`src/design/hex_text_codec_assert.svh`:
```
// assertion macros for the hex text codec
// used by the front, queue and back modules; expects clk and rst in scope
`ifndef HEX_TEXT_CODEC_ASSERT_SVH
`define HEX_TEXT_CODEC_ASSERT_SVH
`ifndef SYNTHESIS
`define HXC_ASSERT(name, prop, msg) \
  name: assert property (@(posedge clk) disable iff (rst) prop) else $error(msg);
`define HXC_NEVER(name, cond, msg) \
  name: assert property (@(posedge clk) disable iff (rst) !(cond)) else $error(msg);
`else
`define HXC_ASSERT(name, prop, msg)
`define HXC_NEVER(name, cond, msg)
`endif
`endif

```
`src/design/hxc_pkg.sv`:
```
// shared types, codes and character helpers for the hex text codec
// no dependencies; imported by every module of the block
package hxc_pkg;

  localparam logic DIR_ENCODE = 1'b0;
  localparam logic DIR_DECODE = 1'b1;

  localparam logic [2:0] FMT_PLAIN = 3'd0;
  localparam logic [2:0] FMT_MIXED = 3'd1;
  localparam logic [2:0] FMT_ESC   = 3'd2;
  localparam logic [2:0] FMT_CARR  = 3'd3;
  localparam logic [2:0] FMT_CSV   = 3'd4;

  localparam logic [1:0] REG_DIRECTION  = 2'd0;
  localparam logic [1:0] REG_FORMAT     = 2'd1;
  localparam logic [1:0] REG_ADD_PREFIX = 2'd2;

  localparam logic [7:0] CH_BSLASH = 8'h5c;
  localparam logic [7:0] CH_X      = 8'h78;
  localparam logic [7:0] CH_ZERO   = 8'h30;
  localparam logic [7:0] CH_SPACE  = 8'h20;
  localparam logic [7:0] CH_COMMA  = 8'h2c;
  localparam logic [7:0] CH_LBRACE = 8'h7b;
  localparam logic [7:0] CH_RBRACE = 8'h7d;
  localparam logic [7:0] PRINT_LO  = 8'h20;
  localparam logic [7:0] PRINT_HI  = 8'h7e;

  localparam int MAX_CHARS = 8;

  // the output characters of one request, data[0] goes out first
  typedef struct packed {
    logic [3:0]                cnt;
    logic [MAX_CHARS-1:0][7:0] data;
  } desc_t;

  typedef struct packed {
    logic valid;
    logic full;
  } q_stat_t;

  function automatic desc_t put_char(desc_t d, logic [7:0] c);
    desc_t r;
    r = d;
    r.data[r.cnt[2:0]] = c;
    r.cnt = r.cnt + 4'd1;
    return r;
  endfunction

  function automatic logic [7:0] hex_char(logic [3:0] nib);
    logic [7:0] r;
    if (nib < 4'd10) r = CH_ZERO + {4'b0000, nib};
    else             r = 8'h57 + {4'b0000, nib};
    return r;
  endfunction

  // {valid, value} of one hex digit character
  function automatic logic [4:0] hex_val(logic [7:0] c);
    logic [4:0] r;
    if (c >= 8'h30 && c <= 8'h39) r = {1'b1, c[3:0]};
    else if ((c >= 8'h61 && c <= 8'h66) || (c >= 8'h41 && c <= 8'h46))
      r = {1'b1, c[3:0] + 4'd9};
    else r = 5'b00000;
    return r;
  endfunction

endpackage

```
`src/design/hex_text_codec.sv`:
```
// Hex text codec. Each input byte (in_byte on s_tdata, in_last on s_tlast) is
// turned into lower-case hex text, or in decode direction text is turned back
// into bytes, in the format chosen by the direction, format and add_prefix
// registers. An item produces zero to eight result characters; results leave
// one per clock while m_tready accepts them through a registered output, and
// the last result of an item carries m_tlast. The front end takes one item per
// cycle while the request queue (QUEUE_DEPTH entries) has room; the
// single-character output shifter bounds throughput: a C array byte that both
// opens and closes a message gives eight characters, other C array bytes six
// or seven, escaped four, plain hex two (four with the prefix on the first
// byte of a message). An item passes the queue, shifter and output registers;
// items that produce nothing push no request. Configure only while idle.
module hex_text_codec import hxc_pkg::*; #(
  parameter int QUEUE_DEPTH = 2
) (
  input  logic       clk,
  input  logic       rst,
  input  logic       cfg_we,
  input  logic [1:0] cfg_index,
  input  logic [2:0] cfg_data,
  input  logic       s_tvalid,
  output logic       s_tready,
  input  logic [7:0] s_tdata,   // [7:0] in_byte
  input  logic       s_tlast,
  output logic       m_tvalid,
  input  logic       m_tready,
  output logic [7:0] m_tdata,   // [7:0] out_byte
  output logic       m_tlast
);

  q_stat_t q_stat;
  logic    push;
  desc_t   push_desc;
  logic    pop;
  desc_t   head;

  hxc_front u_front (
    .clk       (clk),
    .rst       (rst),
    .cfg_we    (cfg_we),
    .cfg_index (cfg_index),
    .cfg_data  (cfg_data),
    .in_valid  (s_tvalid),
    .in_ready  (s_tready),
    .in_byte   (s_tdata),
    .in_last   (s_tlast),
    .q_stat    (q_stat),
    .push      (push),
    .push_desc (push_desc)
  );

  hxc_queue #(
    .DEPTH (QUEUE_DEPTH)
  ) u_queue (
    .clk       (clk),
    .rst       (rst),
    .push      (push),
    .push_desc (push_desc),
    .pop       (pop),
    .head      (head),
    .stat      (q_stat)
  );

  hxc_back u_back (
    .clk       (clk),
    .rst       (rst),
    .q_stat    (q_stat),
    .head      (head),
    .pop       (pop),
    .out_valid (m_tvalid),
    .out_ready (m_tready),
    .out_byte  (m_tdata),
    .out_last  (m_tlast)
  );

endmodule

```
`src/design/hxc_front.sv`:
```
// front end: config registers, decode window state, builds the character list per request
// depends on hxc_pkg and hex_text_codec_assert.svh
`include "hex_text_codec_assert.svh"
module hxc_front import hxc_pkg::*; (
  input  logic       clk,
  input  logic       rst,
  input  logic       cfg_we,
  input  logic [1:0] cfg_index,
  input  logic [2:0] cfg_data,
  input  logic       in_valid,
  output logic       in_ready,
  input  logic [7:0] in_byte,
  input  logic       in_last,
  input  q_stat_t    q_stat,
  output logic       push,
  output desc_t      push_desc
);

  logic       dir;
  logic [2:0] fmt;
  logic       add_prefix;
  logic       at_start;

  logic [2:0][7:0] pend;
  logic [2:0][7:0] pend_next;
  logic [1:0]      pcnt;
  logic [1:0]      pcnt_next;

  logic [3:0][7:0] win;
  logic [2:0]      wcnt;
  logic            mixed;
  logic            dec_on;
  logic [7:0]      lead;
  logic [4:0]      hv_hi;
  logic [4:0]      hv_lo;
  logic            match;
  logic            fire;
  desc_t           d;

  assign in_ready = !q_stat.full;
  assign fire     = in_valid && in_ready;

  always_comb begin
    win       = {8'h00, pend};
    win[pcnt] = in_byte;
    wcnt      = {1'b0, pcnt} + 3'd1;
  end

  assign mixed  = (fmt == FMT_MIXED);
  assign dec_on = (fmt == FMT_MIXED) || (fmt == FMT_ESC) || (fmt == FMT_CARR);
  assign lead   = (fmt == FMT_CARR) ? CH_ZERO : CH_BSLASH;
  assign hv_hi  = hex_val(win[2]);
  assign hv_lo  = hex_val(win[3]);
  assign match  = (win[0] == lead) && (win[1] == CH_X) && hv_hi[4] && hv_lo[4];

  always_comb begin
    d         = '0;
    pend_next = pend;
    pcnt_next = pcnt;
    if (dir == DIR_ENCODE) begin
      unique case (fmt)
        FMT_PLAIN: begin
          if (at_start && add_prefix) begin
            d = put_char(d, CH_ZERO);
            d = put_char(d, CH_X);
          end
          d = put_char(d, hex_char(in_byte[7:4]));
          d = put_char(d, hex_char(in_byte[3:0]));
        end
        FMT_MIXED: begin
          if (in_byte < PRINT_LO || in_byte > PRINT_HI) begin
            d = put_char(d, CH_BSLASH);
            d = put_char(d, CH_X);
            d = put_char(d, hex_char(in_byte[7:4]));
            d = put_char(d, hex_char(in_byte[3:0]));
          end else begin
            d = put_char(d, in_byte);
          end
        end
        FMT_ESC: begin
          d = put_char(d, CH_BSLASH);
          d = put_char(d, CH_X);
          d = put_char(d, hex_char(in_byte[7:4]));
          d = put_char(d, hex_char(in_byte[3:0]));
        end
        FMT_CARR: begin
          if (at_start) d = put_char(d, CH_LBRACE);
          d = put_char(d, CH_SPACE);
          d = put_char(d, CH_ZERO);
          d = put_char(d, CH_X);
          d = put_char(d, hex_char(in_byte[7:4]));
          d = put_char(d, hex_char(in_byte[3:0]));
          if (in_last) begin
            d = put_char(d, CH_SPACE);
            d = put_char(d, CH_RBRACE);
          end else begin
            d = put_char(d, CH_COMMA);
          end
        end
        FMT_CSV: begin
          d = put_char(d, hex_char(in_byte[7:4]));
          d = put_char(d, hex_char(in_byte[3:0]));
          d = put_char(d, CH_COMMA);
        end
        default: begin
        end
      endcase
    end else if (dec_on) begin
      if (wcnt == 3'd4) begin
        if (match) begin
          d         = put_char(d, {hv_hi[3:0], hv_lo[3:0]});
          pcnt_next = 2'd0;
        end else begin
          // oldest character cannot start a sequence, drop or pass it
          if (mixed) d = put_char(d, win[0]);
          if (in_last) begin
            if (mixed) begin
              d = put_char(d, win[1]);
              d = put_char(d, win[2]);
              d = put_char(d, win[3]);
            end
            pcnt_next = 2'd0;
          end else begin
            pend_next = win[3:1];
            pcnt_next = 2'd3;
          end
        end
      end else if (in_last) begin
        // short window at end of message never matches
        for (int i = 0; i < 3; i++) begin
          if (mixed && 3'(i) < wcnt) d = put_char(d, win[i]);
        end
        pcnt_next = 2'd0;
      end else begin
        pend_next = win[2:0];
        pcnt_next = wcnt[1:0];
      end
    end
    if (in_last) pcnt_next = 2'd0;
  end

  assign push      = fire && (d.cnt != 4'd0);
  assign push_desc = d;

  always_ff @(posedge clk) begin
    if (rst) begin
      dir        <= DIR_ENCODE;
      fmt        <= FMT_PLAIN;
      add_prefix <= 1'b0;
      pcnt       <= 2'd0;
      at_start   <= 1'b1;
    end else begin
      if (cfg_we) begin
        unique case (cfg_index)
          REG_DIRECTION:  dir        <= cfg_data[0];
          REG_FORMAT:     fmt        <= cfg_data;
          REG_ADD_PREFIX: add_prefix <= cfg_data[0];
          default: begin
          end
        endcase
      end
      if (fire) begin
        pcnt     <= pcnt_next;
        at_start <= in_last;
      end
    end
  end

  always_ff @(posedge clk) begin
    if (fire) pend <= pend_next;
  end

  `HXC_ASSERT(a_last_clears_window, fire && in_last |=> pcnt == 2'd0, "window not flushed")
  `HXC_ASSERT(a_last_sets_start, fire && in_last |=> at_start, "start flag not set")
  `HXC_NEVER(a_push_when_full, push && q_stat.full, "push into full queue")

endmodule

```
`src/design/hxc_queue.sv`:
```
// short request queue between front and back end
// depends on hxc_pkg and hex_text_codec_assert.svh
`include "hex_text_codec_assert.svh"
module hxc_queue import hxc_pkg::*; #(
  parameter int DEPTH = 2
) (
  input  logic    clk,
  input  logic    rst,
  input  logic    push,
  input  desc_t   push_desc,
  input  logic    pop,
  output desc_t   head,
  output q_stat_t stat
);

  localparam int IDXW = (DEPTH > 1) ? $clog2(DEPTH) : 1;
  localparam int CNTW = $clog2(DEPTH + 1);

  desc_t            mem [DEPTH];
  logic [IDXW-1:0]  wr_ptr;
  logic [IDXW-1:0]  rd_ptr;
  logic [CNTW-1:0]  count;

  function automatic logic [IDXW-1:0] bump(logic [IDXW-1:0] p);
    logic [IDXW-1:0] r;
    if (p == IDXW'(DEPTH - 1)) r = '0;
    else                       r = p + IDXW'(1);
    return r;
  endfunction

  assign stat.valid = (count != '0);
  assign stat.full  = (count == CNTW'(DEPTH));
  assign head       = mem[rd_ptr];

  always_ff @(posedge clk) begin
    if (rst) begin
      wr_ptr <= '0;
      rd_ptr <= '0;
      count  <= '0;
    end else begin
      if (push) wr_ptr <= bump(wr_ptr);
      if (pop)  rd_ptr <= bump(rd_ptr);
      if (push && !pop)      count <= count + CNTW'(1);
      else if (pop && !push) count <= count - CNTW'(1);
    end
  end

  always_ff @(posedge clk) begin
    if (push) mem[wr_ptr] <= push_desc;
  end

  `HXC_NEVER(a_pop_empty, pop && !stat.valid, "pop from empty queue")

endmodule

```
`src/design/hxc_back.sv`:
```
// back end: one char per cycle into the output register unless stalled
// depends on hxc_pkg and hex_text_codec_assert.svh
`include "hex_text_codec_assert.svh"
module hxc_back import hxc_pkg::*; (
  input  logic       clk,
  input  logic       rst,
  input  q_stat_t    q_stat,
  input  desc_t      head,
  output logic       pop,
  output logic       out_valid,
  input  logic       out_ready,
  output logic [7:0] out_byte,
  output logic       out_last
);

  logic                      cur_valid;
  logic [MAX_CHARS-1:0][7:0] cur_data;
  logic [3:0]                cur_rem;
  logic                      out_load;
  logic                      cur_done;

  assign out_load = !out_valid || out_ready;
  assign cur_done = cur_valid && out_load && (cur_rem == 4'd1);
  // refill in the same cycle the last character leaves, so no bubble
  assign pop      = q_stat.valid && (!cur_valid || cur_done);

  always_ff @(posedge clk) begin
    if (rst) begin
      cur_valid <= 1'b0;
      out_valid <= 1'b0;
    end else begin
      if (out_load) out_valid <= cur_valid;
      if (pop)           cur_valid <= 1'b1;
      else if (cur_done) cur_valid <= 1'b0;
    end
  end

  always_ff @(posedge clk) begin
    if (out_load && cur_valid) begin
      out_byte <= cur_data[0];
      out_last <= (cur_rem == 4'd1);
    end
    if (pop) begin
      cur_data <= head.data;
      cur_rem  <= head.cnt;
    end else if (cur_valid && out_load) begin
      cur_data <= cur_data >> 8;
      cur_rem  <= cur_rem - 4'd1;
    end
  end

  `HXC_ASSERT(a_cur_nonempty, cur_valid |-> cur_rem != 4'd0, "active request with no chars")
  `HXC_ASSERT(a_pop_nonempty, pop |-> head.cnt != 4'd0, "empty request in queue")

endmodule
```
`config.mk`:
```
export PLATFORM = sky130hd
export DESIGN_NAME = hex_text_codec
export DESIGN_NICKNAME = d
export VERILOG_FILES = /design/src/design/hxc_pkg.sv /design/src/design/hex_text_codec.sv /design/src/design/hxc_front.sv /design/src/design/hxc_queue.sv /design/src/design/hxc_back.sv
export VERILOG_INCLUDE_DIRS = /design/src /design/src/design
export SDC_FILE = /design/constraint.sdc
export NUM_CORES = 1
export LEC_CHECK = 0
export ABC_AREA = 1
export BUFFER_PORTS_ARGS = -buffer_cell sky130_fd_sc_hd__buf_4
export CORE_MARGIN = 3
export CORE_UTILIZATION = 46
export DETAILED_ROUTE_END_ITERATION = 10
export GPL_TIMING_DRIVEN = 0
export MAX_ROUTING_LAYER = met4
export PLACE_DENSITY_LB_ADDON = 0.2
export SYNTH_ARGS = -nofsm -noshare
export SYNTH_HDL_FRONTEND = slang
export SYNTH_SLANG_ARGS = --single-unit
```
`constraint.sdc`:
```
create_clock -name clk -period 14.9 [get_ports clk]
set_input_delay 2.98 -clock clk [delete_from_list [all_inputs] [get_ports clk]]
set_output_delay 2.98 -clock clk [all_outputs]
set_load 0.01 [all_outputs]
```
**After elaboration in Yosys (flattened, before gate mapping)**

Memory sizes are Yosys's and may differ from the RTL's. A register that Yosys moved wholly into a read port is not among the register bits.
Index checks and enable logic that the tools add are counted.

- Register bits: 115
- Memory bits (writable): 136
- Input bits: 19
- Output and inout bits: 11
- Word-level logic and storage cells: 303
- Memories kept: 1

Memory list:

| name | depth | bits a word | rd ports | clocked after Yosys merged registers in | write ports | line | RTL |
|---|---|---|---|---|---|---|---|
| u_queue.mem | 2 | 68 | 1 | 1 | 1 | hxc_queue.sv:19 | `desc_t mem [DEPTH];` |

- $add $sub $neg: 26
- Order comparisons: 49
- Eq/ne operators: 14
- Multiplexer cells: 110
- Bitwise gates (word level): 18
- Reduce and logical (&&, ||, !) cells: 61

Operators with widths:

| cell | count |
|---|---|
| 68-bit two-way mux | 26 |
| 64-bit bitwise mux | 9 |
| 68-bit one-hot mux with 5 select lines | 1 |
| 8-bit demux with 3-bit select | 14 |
| 8-bit two-way mux | 25 |
| 65-bit two-way mux | 3 |
| 64-bit two-way mux | 2 |
| 56-bit AND | 2 |
| 56-bit inverter | 2 |
| 24-bit two-way mux | 4 |
| 67-bit two-way mux | 1 |
| 66-bit two-way mux | 1 |
| 4-bit by 1-bit adder with 4-bit output, second input constant | 14 |
| 3-bit by 4-bit less-than comparator with 1-bit output, second input constant | 14 |
| 48-bit AND | 1 |
| 48-bit inverter | 1 |
| 48-bit OR | 1 |
| 3-bit by 1-bit >= comparator with 1-bit output, second input constant | 14 |
| 40-bit AND | 1 |
| 40-bit inverter | 1 |
| 1-bit logical AND | 35 |
| 32-bit AND | 1 |
| 32-bit bitwise mux | 1 |
| 8-bit by 7-bit >= comparator with 1-bit output, second input constant | 4 |
| 50 further kinds | 100 |

**Longest topological paths before layout**

- Word-level depth: 36
- Depth in mapped cells: 25
- Gate-level depth less buffers: 24

**By module**

Synthesis repeated with hierarchy kept, for this count alone.

- Cell total of the unflattened synthesis: 1314
- Area total of the unflattened synthesis: 13041.3 um^2

Modules (own cells, without submodules):

| module | times used | cells an instance | area each (um^2) | seq. area each (um^2) |
|---|---|---|---|---|
| hxc_queue | 1 | 245 | 5223.8 | 4184.0 |
| hxc_front | 1 | 747 | 4413.0 | 880.8 |
| hxc_back | 1 | 322 | 3404.5 | 2352.3 |

**Worst setup path before layout**

Ideal clock, no wire load.

- Kind: input-to-reg
- From: input port s_tdata[0]
- To: memory u_queue.mem[0][0] (netlist bit), enable pin
- Setup time: 0.529 ns
- Arrival: 8.093 ns
- Data required time: 14.371 ns
- Slack: 6.278 ns
- Cell stages on the path: 16
- Buffers on the path: 0
- Cells stage by stage: inv_1 > nand2_1 > o21ai_2 > inv_1 > ha_1 > nor2_1 > o21ai_0 > nand2_2 > nand2_2 > nand3_2 > nand3_2 > nand2_2 > nand2_1 > nand2_2 > nor2_2 > nor3_1

RTL lines:

| what | line | RTL |
|---|---|---|
| from (decl) | hex_text_codec.sv:23 | `input logic [7:0] s_tdata,` |
| to (decl) | hxc_queue.sv:19 |  |

==> results by group <==
Run status
  • Outcome: finished clean

Final layout
  • Antenna cell count: 0
  • # fillers: 1,962
  • Layout cells sized above 1: 0.105
  • Nets@finish: 1,199
  • Synth-to-Final Area Change: 13.6%

GRT
  • Antenna violations before repair: 1
  • GRT Total Usage: 0.265
  • Vias in the first global route: 7,709
  • Largest net degree at the start of global routing: 29
  • First-pass GRT wire length: 47,500 µm
  • Global route overflow: 0

Timing
  • Final setup TNS: 0 ps
  • Worst slew margin: 0.142
  • Slew of the pin with the lowest slew margin: 1280 ps
  • # setup viols final: 0
  • F_max: 156 MHz
  • Min cycle time layout: 6430 ps
  • Unrepaired setup endpoints after global routing: false
  • Final hold violations: 0
  • Final Skew: 8.86 ps
  • Fin crit share: 0.431
  • Slew Limit Fails: 0

Setup path
  • Crit end category: flip-flop
  • R2R Setup Slk: 10,230 ps
  • RR Endpoint: u_queue.mem[0][9]$_DFFE_PP_
  • R2R cell count: 22
  • Endpoint arrival time on the critical path: 6650 ps
  • Max incr delay on CP: 290 ps
  • Critical path class: primary input to flip-flop
  • Critical Path Source Type: primary input
  • CP Launch Point: s_tdata[0]
  • Crit path depth: 22
  • RR Startpoint: u_front.pcnt[0]$_SDFFE_PP0P_
  • Crit path cell chain: buf_4 -> inv_1 -> nand2_1 -> o21ai_2 -> inv_1 -> ha_1 -> nor2_1 -> o21ai_0 -> nand2_2 -> nand2_2 -> nand3_2 -> nand3_2 -> nand2_2 -> nand2_1 -> nand2_2 -> nor2_2 -> nor3_2 -> buf_6 -> buf_8 -> buf_6 -> buf_6 -> buf_6
  • Family with the most delay on the worst path: buffers and inverters
  • Critical path peak fanout: 11
  • Crit-path slowest cell: inv_1
  • Worst EP required: 15,120 ps
  • CP bufs+invs: 8
  • CP Capture Point: u_queue.mem[0][9]$_DFFE_PP_

Detailed routing
  • Vias/cell: 5.67
  • DRC viols: 0
  • DRT Pass-1 Iters: 5
  • Post-DRT Antenna Nets: 0
  • WL per Instance: 21.7 µm
  • Via Count: 8,224
  • WL final: 31,500 µm
  • 1st-iter DRT viols: 824

Pwr
  • Leakage: 4.65 nW
  • Pwr per Cell Area: 166 mW/mm²
  • VDD IR max: 0.0893 mV
  • Overall Power: 1.98 mW

Clocking
  • Root buffer cell: clkbuf_16
  • Setup bufs post-CTS: 0
  • CTS Sinks: 208
  • Worst-Skew Late Latency: 510 ps
  • H-tree depth: 1
  • CTS Buf Count: 22
  • TritonCTS clock tree: done
  • Clock transition at path regs: 60 ps
  • Number of gates resized after cts: 0
  • Clk buf depth: 3
  • CTS hold repair buffers: 0

Synthesis
  • Largest family of logic cells by synthesized area: simple AND/OR/NAND/NOR gates
  • Synthesized area: 0.0105 mm²
  • Syn Inst Count: 1,094
  • Synthesis-stage register bit count: 208
  • Syn Nets: 1,138
  • Synth Warn #: 0
  • Post-synth ARST share: 0
  • Sequential share of the synthesized area: 0.582
  • Leading area contributor after synthesis: edfxtp_1
  • Compound-cell area share of the yosys netlist: 0.146
  • Post-Synth XOR/XNOR Area: 0.00920
  • Cell variety after synth: 51
  • Mean Syn Cell Area: 9.57 µm²
  • Leading post-synthesis cells by cell area: edfxtp_1 55%, nand2_1 9.5%, o21ai_0 4.9%
  • Top cell type's share of synthesized area: 0.553
  • Simple-Gate Fraction of Synth Area: 0.175
  • Post-synthesis mux area share: 0
  • Post-synth EDFFs: 193
  • Synth Area in Adders: 0.0299
  • Ys flop type: edfxtp_1

Floorplanning
  • Initial Util: 0.474
  • Die area: 0.0246 mm²
  • Die Wd: 157 µm
  • Rows: 54
  • Placeable Area: 0.0221 mm²
  • Top-level I/O count: 30
  • Chip height: 157 µm

Run
  • Max_cap viols: 0

Placed design
  • Gp weighted congestion: 1.01
  • IO Port Bufs: 27
  • Post-DP HPWL: 23,600 µm

Hold path
  • Worst hold path type: flip-flop to flip-flop
-- layout make-up --
type | count | area [µm²] | share of cell area
buffer | 46 | 210 | 0.0177
multi-input combinational | 737 | 3800 | 0.319
clock buffer | 31 | 606 | 0.0509
inverter | 103 | 389 | 0.0327
timing repair buffer | 37 | 369 | 0.0310
clock inverter | 8 | 75.1 | 0.00631
sequential | 208 | 6100 | 0.513
tap | 280 | 350 | 0.0295
-- cell usage in the layout (no fill, tap or decap), drive strengths merged, types with 5 or more instances in the layout --
cell type / instances
a21oi: 45
a22o: 5
a31oi: 45
buf: 50
clkbuf: 64
clkinv: 9
dfxtp: 15
edfxtp: 193
ha: 25
inv: 101
nand2: 277
nand3: 16
nand4: 5
nor2: 122
nor3: 12
o211ai: 8
o21ai: 115
o22ai: 19
o31ai: 8
xor2: 10
-- worst min path at each step --
| stage | depth (start not counted) | endpoint | from |
|---|---|---|---|
| 6_report | 0 | u_back.out_byte[0]$_DFFE_PP_ | u_back.cur_data[0]$_DFFE_PP_ |
| 5_1_grt | 0 | u_back.out_byte[5]$_DFFE_PP_ | u_back.cur_data[5]$_DFFE_PP_ |
| 4_1_cts | 0 | u_back.out_byte[0]$_DFFE_PP_ | u_back.cur_data[0]$_DFFE_PP_ |
| 3_5_place_dp | 0 | u_back.out_byte[0]$_DFFE_PP_ | u_back.cur_data[0]$_DFFE_PP_ |
| 3_3_place_gp | 0 | u_back.out_byte[2]$_DFFE_PP_ | u_back.cur_data[2]$_DFFE_PP_ |
| 2_1_floorplan | 0 | u_back.out_byte[0]$_DFFE_PP_ | u_back.cur_data[0]$_DFFE_PP_ |
-- cells in the mapped netlist (6+ instances only) --
master / number
edfxtp_1: 193
nand2_1: 265
a31oi_1: 45
xor2_1: 10
a21oi_1: 44
dfxtp_1: 15
nand2_2: 9
o21ai_0: 102
nor2_2: 6
ha_1: 25
nand3_1: 13
buf_2: 6
nor2_1: 114
o21ai_1: 9
o211ai_1: 8
inv_2: 9
o22ai_1: 19
nor3_1: 9
inv_1: 91
clkbuf_1: 33
o31ai_1: 8
-- flip-flops by register name, indices dropped and copies added (netlist names), 2 cells and up, named ones only --
name	cells
u_back.cur_data	50
u_back.cur_rem	4
u_back.out_byte	8
u_front.fmt	3
u_front.pcnt	2
u_front.pend	24
u_queue.count	2
u_queue.mem	106
-- stage by stage --
stage          cell area, µm²  instances  setup slack, ps  utilization  hold slack [ps]
2_1_floorplan           10500       1094             6280            -              400
6_report                11900       1450             8470        0.538              420
3_5_place_dp            11200       1411             8050        0.508              408
4_1_cts                 11900       1450             8570        0.538              421
3_3_place_gp            11000       1401             2990        0.499              403
5_1_grt                 11900       1450             8290        0.538              428
-- cell families (layout without fill, tap and decap cells) --
group           count (synthesis)  after routing
xor+xnor                       11             11
buf+inv                       149            225
fa+ha+maj                      25             25
simple gates                  439            439
flops                         208            208
compound gates                262            262
-- where the power goes --
part / internal, mW / switching [mW]
sequential: 0.859 / 0.0409
clock: 0.301 / 0.220
combinational: 0.170 / 0.385
-- metal layers --
layer	global-route usage	part of all wire
met1	0.366	0.44
met2	0.398	0.44
met3	0.0434	0.072
met4	0.0950	0.041
met5	-	0
Note: power is estimated with default switching activity, not from simulation.
